**src/bptc_pkg.sv**
```systemverilog
// ----------------------------------------------------------------------------
// bptc_pkg
// Shared widths, register indexes and sequencer step codes for the
// barometric second-order compensation unit.
// ----------------------------------------------------------------------------
package bptc_pkg;

    localparam int CAL_N    = 6;
    localparam int CAL_W    = 16;
    localparam int IDX_W    = 3;
    localparam int RAW_W    = 24;
    localparam int VAL_W    = 32;
    localparam int DT_W     = 26;
    localparam int MW       = 66;   // accumulator, exact for every product here
    localparam int BW       = 33;   // serial multiplier operand
    localparam int CNT_W    = 6;

    localparam logic [CNT_W-1:0] MUL_LAST = CNT_W'(BW - 1);

    localparam logic [IDX_W-1:0] REG_C1 = 3'd0;
    localparam logic [IDX_W-1:0] REG_C2 = 3'd1;
    localparam logic [IDX_W-1:0] REG_C3 = 3'd2;
    localparam logic [IDX_W-1:0] REG_C4 = 3'd3;
    localparam logic [IDX_W-1:0] REG_C5 = 3'd4;
    localparam logic [IDX_W-1:0] REG_C6 = 3'd5;

    localparam logic OP_TEMP  = 1'b0;
    localparam logic OP_PRESS = 1'b1;

    localparam logic signed [VAL_W-1:0] TEMP_KNEE = 32'sd2000;
    localparam logic signed [VAL_W-1:0] COLD_KNEE = -32'sd1500;

    localparam logic [2:0] STEP_T_COEF   = 3'd0;
    localparam logic [2:0] STEP_T_SQ     = 3'd1;
    localparam logic [2:0] STEP_P_OFF    = 3'd2;
    localparam logic [2:0] STEP_P_SENS   = 3'd3;
    localparam logic [2:0] STEP_P_SQ     = 3'd4;
    localparam logic [2:0] STEP_P_SQ2_OF = 3'd5;
    localparam logic [2:0] STEP_P_SQ2_SN = 3'd6;
    localparam logic [2:0] STEP_P_FINAL  = 3'd7;

endpackage

```
**src/baro_pressure_temp_compensation_unit.sv**
```systemverilog
// ----------------------------------------------------------------------------
// baro_pressure_temp_compensation_unit
// Second-order compensation of raw temperature and pressure conversions,
// built around one bit-serial shift-add multiplier.
// ----------------------------------------------------------------------------
//  channel  | dir | signals                               | word
//  s_axis   | in  | s_tvalid s_tready s_tdata s_tuser     | raw sample, kind
//  m_axis   | out | m_tvalid m_tready m_tdata m_tuser     | result, kind, held
//  cfg      | in  | cfg_valid cfg_ready cfg_index cfg_data| calibration word
//
//  Each product is a load, then 33 serial bits of the multiplier.
//  Squared terms run only below the knees; a zero raw word skips the multiplier.
//  One word is in work at a time; the next is taken once the result is
//  handed to the output register. Reset clears calibration and stored values.
//  m_tready low holds the result; s_tready stays low until it moves.
// ----------------------------------------------------------------------------
module baro_pressure_temp_compensation_unit
(
    input  logic                          clk,
    input  logic                          rst_n,
    input  logic                          s_tvalid,
    output logic                          s_tready,
    input  logic [bptc_pkg::RAW_W-1:0]    s_tdata,    // [23:0] raw_sample
    input  logic                          s_tuser,    // [0] operation
    output logic                          m_tvalid,
    input  logic                          m_tready,
    output logic [bptc_pkg::VAL_W-1:0]    m_tdata,    // [31:0] result_value
    output logic [1:0]                    m_tuser,    // [0] result_kind, [1] held
    input  logic                          cfg_valid,
    output logic                          cfg_ready,
    input  logic [bptc_pkg::IDX_W-1:0]    cfg_index,
    input  logic [bptc_pkg::CAL_W-1:0]    cfg_data
);

    localparam logic [1:0] S_IDLE = 2'd0;
    localparam logic [1:0] S_LOAD = 2'd1;
    localparam logic [1:0] S_MUL  = 2'd2;
    localparam logic [1:0] S_DONE = 2'd3;

    localparam int MW = bptc_pkg::MW;
    localparam int BW = bptc_pkg::BW;

    logic [bptc_pkg::CAL_W-1:0] cal_reg [bptc_pkg::CAL_N];

    logic [1:0]                          state_reg, state_next;
    logic [2:0]                          step_reg, step_next;
    logic [bptc_pkg::CNT_W-1:0]          cnt_reg, cnt_next;
    logic signed [MW-1:0]                a_reg, a_next;
    logic signed [BW-1:0]                b_reg, b_next;
    logic signed [MW-1:0]                acc_reg, acc_next;
    logic signed [MW-1:0]                off_reg, off_next;
    logic signed [MW-1:0]                sens_reg, sens_next;
    logic signed [bptc_pkg::DT_W-1:0]    dt_reg, dt_next;
    logic signed [bptc_pkg::VAL_W-1:0]   ct_reg, ct_next;
    logic signed [bptc_pkg::VAL_W-1:0]   lp_reg, lp_next;
    logic [bptc_pkg::RAW_W-1:0]          raw_reg, raw_next;
    logic                                op_reg, op_next;
    logic                                held_reg, held_next;
    logic                                mv_reg, mv_next;
    logic [bptc_pkg::VAL_W-1:0]          mdata_reg, mdata_next;
    logic [1:0]                          muser_reg, muser_next;

    logic                                s_fire;
    logic signed [bptc_pkg::DT_W-1:0]    dt_new;
    logic signed [BW-1:0]                ctm, ctp;
    logic signed [MW-1:0]                ctm_w, ctp_w, addend, prod, t_new, p_w, t_sq;

    assign s_tready  = (state_reg == S_IDLE);
    assign s_fire    = s_tvalid && s_tready;
    assign cfg_ready = 1'b1;
    assign m_tvalid  = mv_reg;
    assign m_tdata   = mdata_reg;
    assign m_tuser   = muser_reg;

    assign dt_new = $signed({2'b00, s_tdata})
                  - $signed({2'b00, cal_reg[bptc_pkg::REG_C5], 8'h00});
    assign ctm    = BW'(ct_reg) - BW'(bptc_pkg::TEMP_KNEE);
    assign ctp    = BW'(ct_reg) - BW'(bptc_pkg::COLD_KNEE);
    assign ctm_w  = MW'(ctm);
    assign ctp_w  = MW'(ctp);

    // serial multiplier step: last bit of b carries negative weight
    always_comb
    begin
        if (!b_reg[0])
            addend = '0;
        else if (cnt_reg == bptc_pkg::MUL_LAST)
            addend = -a_reg;
        else
            addend = a_reg;
    end
    assign prod  = acc_reg + addend;
    assign t_new = MW'(bptc_pkg::TEMP_KNEE) + (prod >>> 23);
    assign t_sq  = prod >>> 31;
    assign p_w   = ((prod >>> 21) - off_reg) >>> 15;

    always_comb
    begin
        state_next = state_reg;
        step_next  = step_reg;
        cnt_next   = cnt_reg;
        a_next     = a_reg;
        b_next     = b_reg;
        acc_next   = acc_reg;
        off_next   = off_reg;
        sens_next  = sens_reg;
        dt_next    = dt_reg;
        ct_next    = ct_reg;
        lp_next    = lp_reg;
        raw_next   = raw_reg;
        op_next    = op_reg;
        held_next  = held_reg;
        mv_next    = mv_reg;
        mdata_next = mdata_reg;
        muser_next = muser_reg;

        if (mv_reg && m_tready)
            mv_next = 1'b0;

        case (state_reg)
            S_IDLE:
            begin
                if (s_fire)
                begin
                    op_next  = s_tuser;
                    raw_next = s_tdata;
                    if (s_tdata == '0)
                    begin
                        held_next  = 1'b1;
                        state_next = S_DONE;
                    end
                    else
                    begin
                        held_next  = 1'b0;
                        state_next = S_LOAD;
                        if (s_tuser == bptc_pkg::OP_TEMP)
                        begin
                            dt_next   = dt_new;
                            step_next = bptc_pkg::STEP_T_COEF;
                        end
                        else
                            step_next = bptc_pkg::STEP_P_OFF;
                    end
                end
            end
            S_LOAD:
            begin
                cnt_next   = '0;
                acc_next   = '0;
                state_next = S_MUL;
                case (step_reg)
                    bptc_pkg::STEP_T_COEF:
                    begin
                        a_next = MW'(dt_reg);
                        b_next = BW'({1'b0, cal_reg[bptc_pkg::REG_C6]});
                    end
                    bptc_pkg::STEP_T_SQ:
                    begin
                        a_next = MW'(dt_reg);
                        b_next = BW'(dt_reg);
                    end
                    bptc_pkg::STEP_P_OFF:
                    begin
                        a_next = MW'(dt_reg);
                        b_next = BW'({1'b0, cal_reg[bptc_pkg::REG_C4]});
                    end
                    bptc_pkg::STEP_P_SENS:
                    begin
                        a_next = MW'(dt_reg);
                        b_next = BW'({1'b0, cal_reg[bptc_pkg::REG_C3]});
                    end
                    bptc_pkg::STEP_P_SQ:
                    begin
                        if (ct_reg < bptc_pkg::TEMP_KNEE)
                        begin
                            a_next = (ctm_w <<< 2) + ctm_w;
                            b_next = ctm;
                        end
                        else
                        begin
                            step_next  = bptc_pkg::STEP_P_FINAL;
                            state_next = S_LOAD;
                        end
                    end
                    bptc_pkg::STEP_P_SQ2_OF:
                    begin
                        if (ct_reg < bptc_pkg::COLD_KNEE)
                        begin
                            a_next = (ctp_w <<< 3) - ctp_w;
                            b_next = ctp;
                        end
                        else
                        begin
                            step_next  = bptc_pkg::STEP_P_FINAL;
                            state_next = S_LOAD;
                        end
                    end
                    bptc_pkg::STEP_P_SQ2_SN:
                    begin
                        a_next = (ctp_w <<< 3) + (ctp_w <<< 1) + ctp_w;
                        b_next = ctp;
                    end
                    default:
                    begin
                        a_next = sens_reg;
                        b_next = BW'({1'b0, raw_reg});
                    end
                endcase
            end
            S_MUL:
            begin
                acc_next = prod;
                a_next   = a_reg <<< 1;
                b_next   = b_reg >>> 1;
                cnt_next = cnt_reg + 1'b1;
                if (cnt_reg == bptc_pkg::MUL_LAST)
                begin
                    state_next = S_LOAD;
                    step_next  = step_reg + 1'b1;
                    case (step_reg)
                        bptc_pkg::STEP_T_COEF:
                        begin
                            ct_next = t_new[bptc_pkg::VAL_W-1:0];
                            if (t_new >= MW'(bptc_pkg::TEMP_KNEE))
                                state_next = S_DONE;
                        end
                        bptc_pkg::STEP_T_SQ:
                        begin
                            ct_next    = ct_reg - t_sq[bptc_pkg::VAL_W-1:0];
                            state_next = S_DONE;
                        end
                        bptc_pkg::STEP_P_OFF:
                            off_next = $signed(MW'(cal_reg[bptc_pkg::REG_C2]) <<< 16)
                                     + (prod >>> 7);
                        bptc_pkg::STEP_P_SENS:
                            sens_next = $signed(MW'(cal_reg[bptc_pkg::REG_C1]) <<< 15)
                                      + (prod >>> 8);
                        bptc_pkg::STEP_P_SQ:
                        begin
                            off_next  = off_reg - (prod >>> 1);
                            sens_next = sens_reg - (prod >>> 2);
                        end
                        bptc_pkg::STEP_P_SQ2_OF:
                            off_next = off_reg - prod;
                        bptc_pkg::STEP_P_SQ2_SN:
                            sens_next = sens_reg - (prod >>> 1);
                        default:
                        begin
                            lp_next    = p_w[bptc_pkg::VAL_W-1:0];
                            state_next = S_DONE;
                        end
                    endcase
                end
            end
            default:
            begin
                if (!mv_reg || m_tready)
                begin
                    mv_next    = 1'b1;
                    mdata_next = (op_reg == bptc_pkg::OP_TEMP) ? ct_reg : lp_reg;
                    muser_next = {held_reg, op_reg};
                    state_next = S_IDLE;
                end
            end
        endcase
    end

    always_ff @(posedge clk or negedge rst_n)
    begin
        if (!rst_n)
        begin
            state_reg <= S_IDLE;
            step_reg  <= bptc_pkg::STEP_T_COEF;
            cnt_reg   <= '0;
            dt_reg    <= '0;
            ct_reg    <= '0;
            lp_reg    <= '0;
            mv_reg    <= 1'b0;
            for (int i = 0; i < bptc_pkg::CAL_N; i++)
                cal_reg[i] <= '0;
        end
        else
        begin
            state_reg <= state_next;
            step_reg  <= step_next;
            cnt_reg   <= cnt_next;
            dt_reg    <= dt_next;
            ct_reg    <= ct_next;
            lp_reg    <= lp_next;
            mv_reg    <= mv_next;
            if (cfg_valid && cfg_ready &&
                cfg_index < bptc_pkg::IDX_W'(bptc_pkg::CAL_N))
                cal_reg[cfg_index] <= cfg_data;
        end
    end

    always_ff @(posedge clk)
    begin
        a_reg     <= a_next;
        b_reg     <= b_next;
        acc_reg   <= acc_next;
        off_reg   <= off_next;
        sens_reg  <= sens_next;
        raw_reg   <= raw_next;
        op_reg    <= op_next;
        held_reg  <= held_next;
        mdata_reg <= mdata_next;
        muser_reg <= muser_next;
    end

`ifndef SYNTHESIS
    a_busy: assert property (@(posedge clk) disable iff (!rst_n)
        s_fire |=> state_reg != S_IDLE)
        else $error("accepted word did not start work");
    a_cnt: assert property (@(posedge clk) disable iff (!rst_n)
        cnt_reg <= bptc_pkg::MUL_LAST + 1'b1)
        else $error("multiplier count overran");
    a_out: assert property (@(posedge clk) disable iff (!rst_n)
        $rose(m_tvalid) |-> $past(state_reg == S_DONE))
        else $error("result appeared outside done");
`endif

endmodule
```
**config.mk**
```make
export PLATFORM = sky130hd
export DESIGN_NAME = baro_pressure_temp_compensation_unit
export DESIGN_NICKNAME = d
export VERILOG_FILES = /design/src/bptc_pkg.sv /design/src/baro_pressure_temp_compensation_unit.sv
export SDC_FILE = /design/constraint.sdc
export NUM_CORES = 2
export LEC_CHECK = 0
export BUFFER_PORTS_ARGS = -buffer_cell sky130_fd_sc_hd__buf_2
export CAP_MARGIN = 0
export CELL_PAD_IN_SITES_DETAIL_PLACEMENT = 0
export CELL_PAD_IN_SITES_GLOBAL_PLACEMENT = 1
export CORE_ASPECT_RATIO = 1.5
export CORE_MARGIN = 5
export CORE_UTILIZATION = 51
export CTS_BUF_LIST = sky130_fd_sc_hd__clkbuf_2
export DETAILED_ROUTE_END_ITERATION = 8
export PLACE_DENSITY = 0.8
export SYNTH_ARGS = -nofsm -noshare
export SYNTH_HDL_FRONTEND = slang
export SYNTH_SLANG_ARGS = --single-unit
```
**constraint.sdc**
```tcl
create_clock -name clk -period 11.74 [get_ports clk]
set_clock_uncertainty 0.1 [all_clocks]
set_input_delay 2.348 -clock clk [delete_from_list [all_inputs] [get_ports clk]]
set_output_delay 2.348 -clock clk [all_outputs]
set_load 0.005 [all_outputs]
```
### Yosys cells after proc, flatten, opt, wreduce, memory -nomap -nowiden

Cells that the tools add are included.

| operators by class | value |
|---|---|
| add/subtract/negate cells | 20 |
| order comparisons | 6 |
| eq/ne operators | 19 |
| muxes and demuxes | 41 |
| bitwise gates (word level) | 6 |
| reduce and logical (&&, ||, !) cells | 30 |

Operators with widths:

| kind | number |
|---|---|
| $pmux 66 s3 | 2 |
| $mux 66 | 4 |
| $pmux 66 s2 | 2 |
| $pmux 66 s4 | 1 |
| $pmux 33 s7 | 1 |
| $sub 66x65->66 | 2 |
| $bwmux 96 | 1 |
| $add 66x66->66 | 1 |
| $mux 33 | 2 |
| $neg 66->66 | 1 |
| $pmux 33 s2 | 1 |
| $sub 32x12->33 const B | 2 |
| $sub 66x64->66 | 1 |
| $sub 66x66->66 | 1 |
| $lt 32x12->1 const B | 2 |
| $pmux 32 s2 | 1 |
| $add 33x59->60 | 1 |
| $add 32x58->59 | 1 |
| $demux 16 s3 | 1 |
| $sub 45x47->47 | 1 |
| $add 12x43->44 const A | 1 |
| $ge 44x12->1 const B | 1 |
| $add 37x33->38 | 1 |
| $add 36x34->37 | 1 |
| other kinds (48) | 89 |

| word-level totals | value |
|---|---|
| register bits after elaboration | 555 |
| input bits | 49 |

### Logic depth before layout (Yosys ltp)

| logic depth | value |
|---|---|
| word-level depth | 10 |
| gate-level depth with buffers | 41 |
| mapped depth without buffers | 40 |

### Least setup slack after synthesis

No wires, ideal clock.

| path | value |
|---|---|
| path type | reg2reg |
| from | register a_reg[1] |
| to | register sens_reg[65], data pin |
| library setup time | 0.271 ns |
| arrival | 8.026 ns |
| data required time | 11.369 ns |
| path slack | 3.343 ns |
| cell stages (with the launch flop) | 40 |
| buffers on the path | 2 |
| clock period less this slack | 8.397 ns |
| cell sequence | edfxtp_1 > inv_1 > ha_1 > nand3_1 > or2_2 > or3_1 > nor2_1 > nand2_1 > nor2_1 > nand2_1 > nor4_1 > a21oi_1 > xor2_1 > and2_1 > ha_1 > clkbuf_1 > nand4_1 > o21ai_0 > [... 4 more ...] > clkinv_1 > nor2_1 > a21oi_1 > ha_1 > and3_1 > nand3_1 > nor4_1 > a21oi_1 > o21ai_0 > a31oi_1 > a21oi_1 > a31oi_1 > o211ai_1 > a31oi_1 > o211a_1 > o41ai_1 > xnor2_1 > o21ai_0 |

| between the ends | value |
|---|---|
| longest elaborated chain between the ends | 6 |

Ends and longest elaborated chain:

| element | line | text |
|---|---|---|
| from (decl) | baro_pressure_temp_compensation_unit.sv:48 | `logic signed [MW-1:0] a_reg, a_next;` |
| from (signal assigned) | baro_pressure_temp_compensation_unit.sv:299 | `a_reg <= a_next;` |
| $neg 66->66 | baro_pressure_temp_compensation_unit.sv:88 | `addend = -a_reg;` |
| $mux 66 * | baro_pressure_temp_compensation_unit.sv:87 | `else if (cnt_reg == bptc_pkg::MUL_LAST)` |
| $mux 66 * | baro_pressure_temp_compensation_unit.sv:85 | `if (!b_reg[0])` |
| $add 66x66->66 * | baro_pressure_temp_compensation_unit.sv:92 | `assign prod = acc_reg + addend;` |
| via prod[43] | baro_pressure_temp_compensation_unit.sv:66 | `logic signed [MW-1:0] ctm_w, ctp_w, addend, prod, t_new, p_w, t_sq;` |
| $sub 66x65->66 (tied with other cells) | baro_pressure_temp_compensation_unit.sv:246 | `sens_next = sens_reg - (prod >>> 1);` |
| $pmux 66 s3 * | baro_pressure_temp_compensation_unit.sv:220 | `case (step_reg)` |
| to (signal assigned) | baro_pressure_temp_compensation_unit.sv:303 | `sens_reg <= sens_next;` |
| to (decl) | baro_pressure_temp_compensation_unit.sv:52 | `logic signed [MW-1:0] sens_reg, sens_next;` |

Mark *: on every way through the listed nets, which the timed path passes. The rest lies on a longest branch.
A chain may end at the register's enable or synchronous reset.

### Final worst setup path

Ends and elaborated chain as after synthesis.

==> summary.log <==
[global_routing] first-pass GRT wire length 282 mm
[logic_synthesis] cells after synthesis 5512
[global_routing] grt total ovfl 0
[layout] fraction of layout instances using a drive strength above 1 0.115
[floorplan] area of the die 100000 um^2
[clock_tree] quantity of gates resized following cts 0
[sta] unrepaired setup endpoints after global routing no
[setup_path] r2r setup slk 1.83 ns
[floorplan] Die W 260 um
[clock_tree] number of buffers on the longest clock path 3
[layout] layout overhead on the synthesized area 7.66%
[clock_tree] later-pin clock latency in the skew report 1.65 ns
[logic_synthesis] Yosys top cell by area edfxtp_1
[logic_synthesis] number of flops mapped to enable cells by yosys 338
[drt] vias after detailed routing 44630
[setup_path] number of buffer and inverter stages on the critical path 3
[sta] worst slew margin relative to its limit 0.0914
[logic_synthesis] Synth warnings 0
[clock_tree] Inserted Clock Buffers 143
[drt] Post-DRT Antenna Nets 0
[layout] Largest register FFs 96
[setup_path] sort of element at the end of the critical path flop
[place] total of buffers placed on input and output ports 84
[place] cell area reported after detailed placement 50000 um^2
[drt] post-detailed-route wirelength per cell 27.4 um
[drt] DRC Markers 0
[clock_tree] Post CTS Setup Buffer Count 0
[layout] final-stage net count 6150
[floorplan] Die Y 385 um
[setup_path] startpoint of the lowest-slack register-to-register path a_reg[1]$_DFFE_PP_
[place] Worst Setup Slack post-DPL 2.17 ns
[hold_path] endpoint of the worst hold-timing path m_tuser[1]$_DFFE_PP_
[sta] final critical-path setup slack 1.83 ns
[setup_path] CP dominant cell by count a21oi_1
[sta] setup TNS after final layout 0 ns
[logic_synthesis] Post-Syn Nets 6020
[logic_synthesis] most repeated cell in the gate-level netlist after synthesis nand2_1
[setup_path] data arrival time at the worst-slack endpoint 11.11 ns
[logic_synthesis] leading cell types by total area after synthesis edfxtp_1, ha_1, dfrtp_1
[setup_path] Critical Path Fanout Max 10
[setup_path] R2R cell count 38
[logic_synthesis] post-synth top area share 0.212
[global_routing] Total Routing Usage GR 0.377
[clock_tree] maximum level of the CTS H-tree 4
[hold_path] critical hold path startpoint held_reg$_DFFE_PP_
[sta] final cycle utilization of the critical path 0.844
[sta] Slew @ Worst Pin 1.36 ns
[clock_tree] clock sink total 535
[clock_tree] # hold bufs at CTS 0
[layout] cell area after layout 51400 um^2
[floorplan] effective utilization at floorplan 0.513
[floorplan] I/O pin count 86
[drt] total routed wirelength 193 mm
[place] weighted congestion reported at the end of routability-driven placement 0.995
[logic_synthesis] Synth Area per Inst 8.67 um^2
[setup_path] number of gates on the worst path with buffers counted 38
[hold_path] worst hold path class reg2reg
[sta] final hold violation count 0
[setup_path] delay contributed by the slowest stage of the critical path 0.75 ns
[floorplan] number of cell rows 137
[status] outcome finished clean
[logic_synthesis] most common flop cell mapped by yosys edfxtp_1
[setup_path] endpoint of the worst register-to-register path sens_reg[65]$_DFFE_PP_
[global_routing] pin count of the biggest net entering global routing 83
[floorplan] core box area 93100 um^2
[setup_path] required time worst endpoint 12.94 ns
[sta] max-slew violation total from the final report 0
[setup_path] cell family with most CP delay simple AND/OR/NAND/NOR gates
[place] hpwl dp 149 mm
[clock_tree] TritonCTS clock tree yes
[hold_path] Min-Delay Path Depth 0
[sta] final count of negative-setup-slack endpoints 0
[setup_path] type of the setup path with the least slack reg2reg
[logic_synthesis] register bit count reported by yosys 535
[logic_synthesis] fraction of the yosys area taken by sequential cells 0.316
[logic_synthesis] post-synthesis cell area 47800 um^2
[setup_path] startpoint class of the critical path flop
[sta] worst hold slack across all endpoints 0.333 ns
[logic_synthesis] top cells by instance count after synthesis nand2_1, a21oi_1, o21ai_0
[global_routing] initial antenna violation count 11
[logic_synthesis] number of different library cells in the post-synthesis netlist 104
[clock_tree] Root Buffer Master clkbuf_2
[drt] Pre-Repair DR Iteration Count 6
[sta] maximum frequency from static timing analysis 101 MHz
[global_routing] number of global-route vias before repair 44584
[run] max-capacitance violation count 0
[logic_synthesis] FFs w/ async S/R, synth 0.368
[drt] violation count after the first detailed-route iteration 4034
[drt] vias per inst 6.36
[setup_path] slowest CP cell xnor2_2
[sta] shortest clock period the worst path allows after layout 9.91 ns
[clock_tree] post-CTS clock slew at the launch and capture registers of the worst setup and hold paths 0.12 ns
layer usage:
metal / vias up / wire (um) / GRT usage
li1: 20407 / - / -
met1: 21633 / 68300 / 0.412
met2: 1923 / 91800 / 0.637
met3: 663 / 13500 / 0.0719
met4: 4 / 19000 / 0.300
met5: - / 27 / 0
cell type report:
cell class                 count  area (um^2)
tap                         1251         1570
timing repair buffer         214         1410
sequential                   535        15100
multi-input combinational   4469        30900
inverter                     279         1050
clock buffer                 206         1030
fill                        8896        41600
antenna                       14         35.0
clock inverter                53          340
through the flow:
stage / utilization / std cells
finish: 0.553 / 7021
CTS: 0.552 / 7007
detailed placement: 0.538 / 6748
global route: 0.553 / 7019
floorplan: - / 5512
global placement: 0.538 / 6748
placed cells by master (no fill, tap or decap), types with 109 or more instances in the layout:
cell and count:
a21o_1 156, a21oi_1 518, and2_1 109, buf_4 130, clkbuf_2 206, dfrtp_1 197
edfxtp_1 338, ha_1 419, inv_1 268, mux2_2 120, nand2_1 522, nor2_1 408
o21ai_0 469, xnor2_1 333, xor2_1 169
worst max path at each step:
stage / from / endpoint / slack [ns]
6_report: a_reg[1]$_DFFE_PP_ / sens_reg[65]$_DFFE_PP_ / 1.83
5_1_grt: a_reg[1]$_DFFE_PP_ / sens_reg[65]$_DFFE_PP_ / 1.21
4_1_cts: a_reg[1]$_DFFE_PP_ / sens_reg[65]$_DFFE_PP_ / 2.10
2_1_floorplan: a_reg[1]$_DFFE_PP_ / sens_reg[65]$_DFFE_PP_ / 3.34
3_5_place_dp: a_reg[1]$_DFFE_PP_ / sens_reg[65]$_DFFE_PP_ / 2.17
3_3_place_gp: a_reg[1]$_DFFE_PP_ / sens_reg[65]$_DFFE_PP_ / 2.36
cells by family after synthesis:
family                     Yosys count  share of synthesized area
AOI/OAI and AO/OA                 1720                      0.224
xor gates and xnor gates           508                     0.0936
adders and majority gates          459                      0.126
buffers and inverters              508                     0.0402
DFF                                535                      0.316
muxes                              164                     0.0375
other                                1                  0.0000785
and+or+nand+nor                   1617                      0.163
Power is not shown: default switching activity piles up to over one toggle a cycle in this logic, so the estimate is an artifact.
